--- config.mk ---
export PLATFORM = sky130hd
export DESIGN_NAME = pct2d_udiv
export DESIGN_NICKNAME = d
export VERILOG_FILES = /design/src/pct2d_pkg.sv /design/src/pct2d_udiv.sv
export SDC_FILE = /design/constraint.sdc
export NUM_CORES = 2
export LEC_CHECK = 0
export BUFFER_PORTS_ARGS = -buffer_cell sky130_fd_sc_hd__buf_2
export CORE_MARGIN = 5
export CORE_UTILIZATION = 55
export DETAILED_ROUTE_END_ITERATION = 6
export GPL_TIMING_DRIVEN = 0
export PLACE_DENSITY = 0.73
export SYNTH_ARGS = -nofsm -noshare
export SYNTH_HDL_FRONTEND = slang
export SYNTH_SLANG_ARGS = --single-unit
--- constraint.sdc ---
create_clock -name clk -period 4.3 [get_ports clk]
set_clock_uncertainty 0.15 [all_clocks]
set_input_delay 0.86 -clock clk [delete_from_list [all_inputs] [get_ports clk]]
set_output_delay 0.86 -clock clk [all_outputs]
set_load 0.01 [all_outputs]
--- src/pct2d_pkg.sv ---
// ----------------------------------------------------------------------------
// pct2d_pkg
// Shared constants for the 2D pair collision test: shape kinds, test modes
// and default word format.
// ----------------------------------------------------------------------------
package pct2d_pkg;

  localparam int DEF_FRAC_BITS = 16;
  localparam int DEF_WORD_BITS = 32;

  localparam logic [1:0] KIND_PLANE  = 2'd0;
  localparam logic [1:0] KIND_CIRCLE = 2'd1;
  localparam logic [1:0] KIND_BOX    = 2'd2;
  // reserved kind code, never hits anything
  localparam logic [1:0] KIND_UNUSED = 2'd3;

  localparam logic [1:0] MODE_NONE   = 2'd0;
  localparam logic [1:0] MODE_PLANE  = 2'd1;
  localparam logic [1:0] MODE_ROUND  = 2'd2;
  localparam logic [1:0] MODE_BOXBOX = 2'd3;

endpackage

--- src/pct2d_udiv.sv ---
// ----------------------------------------------------------------------------
// pct2d_udiv
// Pipelined restoring divider for both normal components: q = m*2^F / len
// with m no larger than len, one quotient bit per stage.
// ----------------------------------------------------------------------------
module pct2d_udiv #(
  parameter int W      = pct2d_pkg::DEF_WORD_BITS,
  parameter int F      = pct2d_pkg::DEF_FRAC_BITS,
  parameter int SIDE_W = 1
) (
  input  logic              clk,
  input  logic              rst,
  input  logic              in_valid,
  input  logic [W-1:0]      in_mx,
  input  logic [W-1:0]      in_my,
  input  logic [W-1:0]      in_len,
  input  logic [SIDE_W-1:0] in_side,
  output logic              out_valid,
  output logic [F:0]        out_qx,
  output logic [F:0]        out_qy,
  output logic [SIDE_W-1:0] out_side
);

  localparam int NS = F + 1;

  logic              vld  [0:NS];
  logic [W:0]        remx [0:NS];
  logic [W:0]        remy [0:NS];
  logic [F:0]        qx   [0:NS];
  logic [F:0]        qy   [0:NS];
  logic [W-1:0]      len  [0:NS];
  logic [SIDE_W-1:0] side [0:NS];

  always_ff @(posedge clk) begin
    if (rst) begin
      vld[0] <= 1'b0;
    end else begin
      vld[0] <= in_valid;
    end
    remx[0] <= (W+1)'(in_mx);
    remy[0] <= (W+1)'(in_my);
    qx[0]   <= '0;
    qy[0]   <= '0;
    len[0]  <= in_len;
    side[0] <= in_side;
  end

  for (genvar i = 0; i < NS; i++) begin : g_step
    logic [W:0] lenx;
    logic [W:0] shx;
    logic [W:0] shy;

    assign lenx = (W+1)'(len[i]);
    // integer bit first, fraction bits after a shift
    assign shx  = (i == 0) ? remx[i] : {remx[i][W-1:0], 1'b0};
    assign shy  = (i == 0) ? remy[i] : {remy[i][W-1:0], 1'b0};

    always_ff @(posedge clk) begin
      if (rst) begin
        vld[i+1] <= 1'b0;
      end else begin
        vld[i+1] <= vld[i];
      end
      len[i+1]  <= len[i];
      side[i+1] <= side[i];
      if (shx >= lenx) begin
        remx[i+1] <= shx - lenx;
        qx[i+1]   <= {qx[i][F-1:0], 1'b1};
      end else begin
        remx[i+1] <= shx;
        qx[i+1]   <= {qx[i][F-1:0], 1'b0};
      end
      if (shy >= lenx) begin
        remy[i+1] <= shy - lenx;
        qy[i+1]   <= {qy[i][F-1:0], 1'b1};
      end else begin
        remy[i+1] <= shy;
        qy[i+1]   <= {qy[i][F-1:0], 1'b0};
      end
    end
  end

  assign out_valid = vld[NS];
  assign out_qx    = qx[NS];
  assign out_qy    = qy[NS];
  assign out_side  = side[NS];

endmodule

# == After elaboration in Yosys (flattened, before gate mapping) ==
# Memories as Yosys holds them, arrays and structs flattened.
# Cells that the tools add are included.
# classes
add_sub_neg,34
order_cmp,34
n_mux,191
bitwise_logic,86
# ops
op,n
$ge A33 B32 Y1,34
$mux W33,34
$sub A33 B32 Y33,34
$mux W17,34
$mux W1,123
$or A1 B1 Y1,86
# word_totals
register_bits,0
ramBits,2412
in_bits,100
output_inout_bits,36
elab_cells,352
memories,7
# mem_list
name,words,width,read_ports,rd_clocked_by_memory_dff,wr,line_no,text
remx,18,33,17,0,18,pct2d_udiv.sv:27,logic [W:0] remx [0:NS];
remy,18,33,17,0,18,pct2d_udiv.sv:28,logic [W:0] remy [0:NS];
len,18,32,17,0,18,pct2d_udiv.sv:31,logic [W-1:0] len [0:NS];
qx,18,17,18,0,18,pct2d_udiv.sv:29,logic [F:0] qx [0:NS];
qy,18,17,18,0,18,pct2d_udiv.sv:30,logic [F:0] qy [0:NS];
side,18,1,18,0,18,pct2d_udiv.sv:32,logic [SIDE_W-1:0] side [0:NS];
+1 memories,-,-,-,-,-,-,

# == Longest topological paths before layout ==
# An unclocked memory read counts as a cell.
# logic_depth
word_depth,5
depth_mapped,17
depth_no_buf,14

# == Worst setup path before layout ==
# No wires, ideal clock.
# synth_timing
path_kind,register to register
startpoint,mem len[9][1] in the netlist's numbering
endpoint,mem remy[5][10] in the netlist's numbering
setup_ns,0.121
t_arrival_ns,3.359
required_time_ns,4.029
path_slack_ns,0.670
path_stages_with_launch,15
path_buffers,1
synth_period_minus_slack_ns,3.630
cell_sequence,dfxtp_1 -> inv_1 -> ha_1 -> nor2b_1 -> o31a_1 -> or3_4 -> a31oi_4 -> o21ai_2 -> a221o_1 -> a22oi_2 -> a211o_2 -> o31ai_2 -> a211o_4 -> buf_6 -> mux2_4
# synth_rtl
item,line_no
"start, declared",pct2d_udiv.sv:31
"end, declared",pct2d_udiv.sv:28

==> out/metrics.csv <==
metric,value,unit
port_buffers,135,
yosysSeqAreaShare,37.6,%
vias,88240,
path_max_fanout,10,
synth.area.mux_share,5.02,%
via_per_inst,5.95,
synth-main-ff-cell,dfxtp_1,
clk_pin_slew,70,ps
syn_to_final_growth,12.9,%
syn_area,105000,um2
power.density,935,nW/um2
hold_path.class,input port to flop,
startpoint_type,flop,
synth-simple-area-share,12.7,%
finalHoldViolCount,0,
synth_nets,12875,
htreeDepth,4,
r2r_slack,-4,ps
clock_sinks,1974,
chipHeight,447,um
worst-path-buf-inv,4,
cp_top_family,compound AO/OA/AOI/OAI gates,
slew_viol_final,0,
drc,10,
first_pass_iters,7,
reg2regPathDepth,15,
wire_per_inst,22.8,um
violations,"DRC, setup timing",
slowest_delay,530,ps
grt_first_pass_wirelength,502000,um
track_usage,32.4,%
finalPower,111000,uW
p_leak,0.0538,uW
finalNetCount,13348,
drive_gt1_share,10.6,%
routed_wl,337000,um
grt_pass1_vias,84743,
synth.avg_cell_area,9.01,um2
status,"finished, violations left",
slew_headroom,30.1,%
synth_top_family_by_area,compound AO/OA/AOI/OAI gates,
io-pin-count,136,
stdcell_count,14824,
ir_drop,0.582,mV
hpwl,272000,um
end_kind,flop,
antenna_found_initial,20,
numCtsBuffers,204,
crit_chain,inv_1 -> ha_1 -> clkbuf_1 -> a21o_1 -> a21o_1 -> a21oi_1 -> o21ai_0 -> a21oi_1 -> a21boi_2 -> a221oi_2 -> or4b_2 -> nand3_4 -> buf_6 -> clkbuf_4 -> a21oi_1,
netlist_instances,11657,
synth-xor-area-share,7.22,%
fin_crit_sh,100,%
min_path_cells,2,
layout_setup_ws,-4.15,ps
clk_latency,850,ps
setup_viol,1,
yosysWarnings,0,
worst_path_most_repeated_cell,a21oi_1,
worst-slew-pin-transition,1040,ps
required,4830,ps
fmax,232,MHz
die_x,447,um
cts_buffer_depth,3,
final-seq-area,39500,um2
gp_congestion,1.01,
placed_cells,14303,
dieArea,200000,um2
layout_common_cells,"dfxtp_1 (1,966), ha_1 (1,082), a21oi_1 (1,048)",
cp.depth,15,
critPathArrivalTime,4830,ps
root_buffer,clkbuf_16,
synth_async_sr_flop_share,0,%
maxCapViolations,0,
drtAntennaViolNets,0,
start_util,55.3,%
synth_fa_ha_area_share,13.5,%
gr-total-overflow,0,
layout_commonest_cell,dfxtp_1,
initialDrtViolationCount,8018,
rows,160,
ys_types,104,
tritoncts,yes,
grt_max_degree,20,
crit_type,flop to flop,
synth_seq_cells,1974,
slowest_stage,a221oi_2,
synth-edff-count,0,
period_minus_slack,4300,ps
multi_input_area,62000,um2
core_area,190000,um2
synth_compound_area_share,19.7,%
fill_cells,16279,
[state kept, by name (all words and copies together) (netlist names)]
name,cells
vld,18
side,18
qy,153
remy,544
remx,544
len,544
qx,153
[timing repair]
item / CTS / global route
endpoints found under the setup margin: 881 / 826
hold buffers: 97 / 0
cloned: 0 / 1
resized for setup: 146 / 175
endpoints found under the hold margin: 97 / 0
setup buffers: 16 / 32
pin swaps: 15 / 34
[area by class of cell]
| cell class | instances | area share [%] |
|---|---|---|
| Antenna cell | 8 | 0.0169 |
| Clock buffer | 257 | 4.71 |
| Buffer | 274 | 1.21 |
| Multi-Input combinational cell | 8567 | 52.3 |
| Inverter | 828 | 2.63 |
| Timing Repair Buffer | 281 | 1.76 |
| Clock inverter | 124 | 1.36 |
| Tap cell | 2511 | 2.65 |
| Sequential cell | 1974 | 33.3 |
[kinds of logic after synthesis]
family	after synthesis
AO/OA/AOI/OAI	3336
XOR/XNOR	866
adder cells (fa/ha/maj)	1118
buffers and inverters	1116
flip-flops	1974
multiplexers	463
AND/OR/NAND/NOR	2784
[Yosys cell counts, drive strengths merged (158+ instances only)]
library cell / number / area share (%)
nand4: 162 / 0.96
o21ai: 813 / 3.9
xnor2: 507 / 4.2
nand3: 213 / 1.0
mux2: 433 / 4.7
xor2: 359 / 3.0
nand2: 795 / 2.8
inv: 828 / 3.0
ha: 1086 / 13
nor2: 741 / 2.6
clkbuf: 201 / 0.72
nor3: 162 / 0.77
dfxtp: 1974 / 38
a21o: 493 / 3.5
nand2b: 158 / 0.94
a21oi: 1076 / 5.1
nor2b: 181 / 1.1
[report_power, final]
part           total [uW]  switching, uW  internal [uW]
clock               18800           7860          10900
combinational       61400          35400          26000
sequential          30700           5180          25500
total              111000          48500          62400
[stage by stage]
stage	instance area (um2)	worst slack (ps)	TNS [ps]	util, %	hold WS, ps
global placement	109000	-1330	-325560	57.3	159
CTS	118000	0.696	0	61.9	22.4
global route	119000	-64.5	-423	62.4	49.5
floorplan	105000	670	0	-	160
finish	119000	-4.15	-4.15	62.4	81.2
detailed placement	109000	-1280	-316750	57.3	162
[worst paths after layout]
check             startpoint          end
setup / recovery  len[7][14]  remx[4][30]
hold / removal      in_valid       vld[0]
setup reg to reg  len[7][14]  remx[4][30]
hold reg to reg     qx[8][5]    qx[8][23]
[routing by layer]
layer	track usage, %	up-vias	share of wire [%]
met5	0	-	0.044
met4	10.9	20	3.6
met3	6.66	683	8.1
met2	52.1	3397	45
met1	43.5	41830	43
li1	-	42310	-
(Power assumes the default switching activity.)
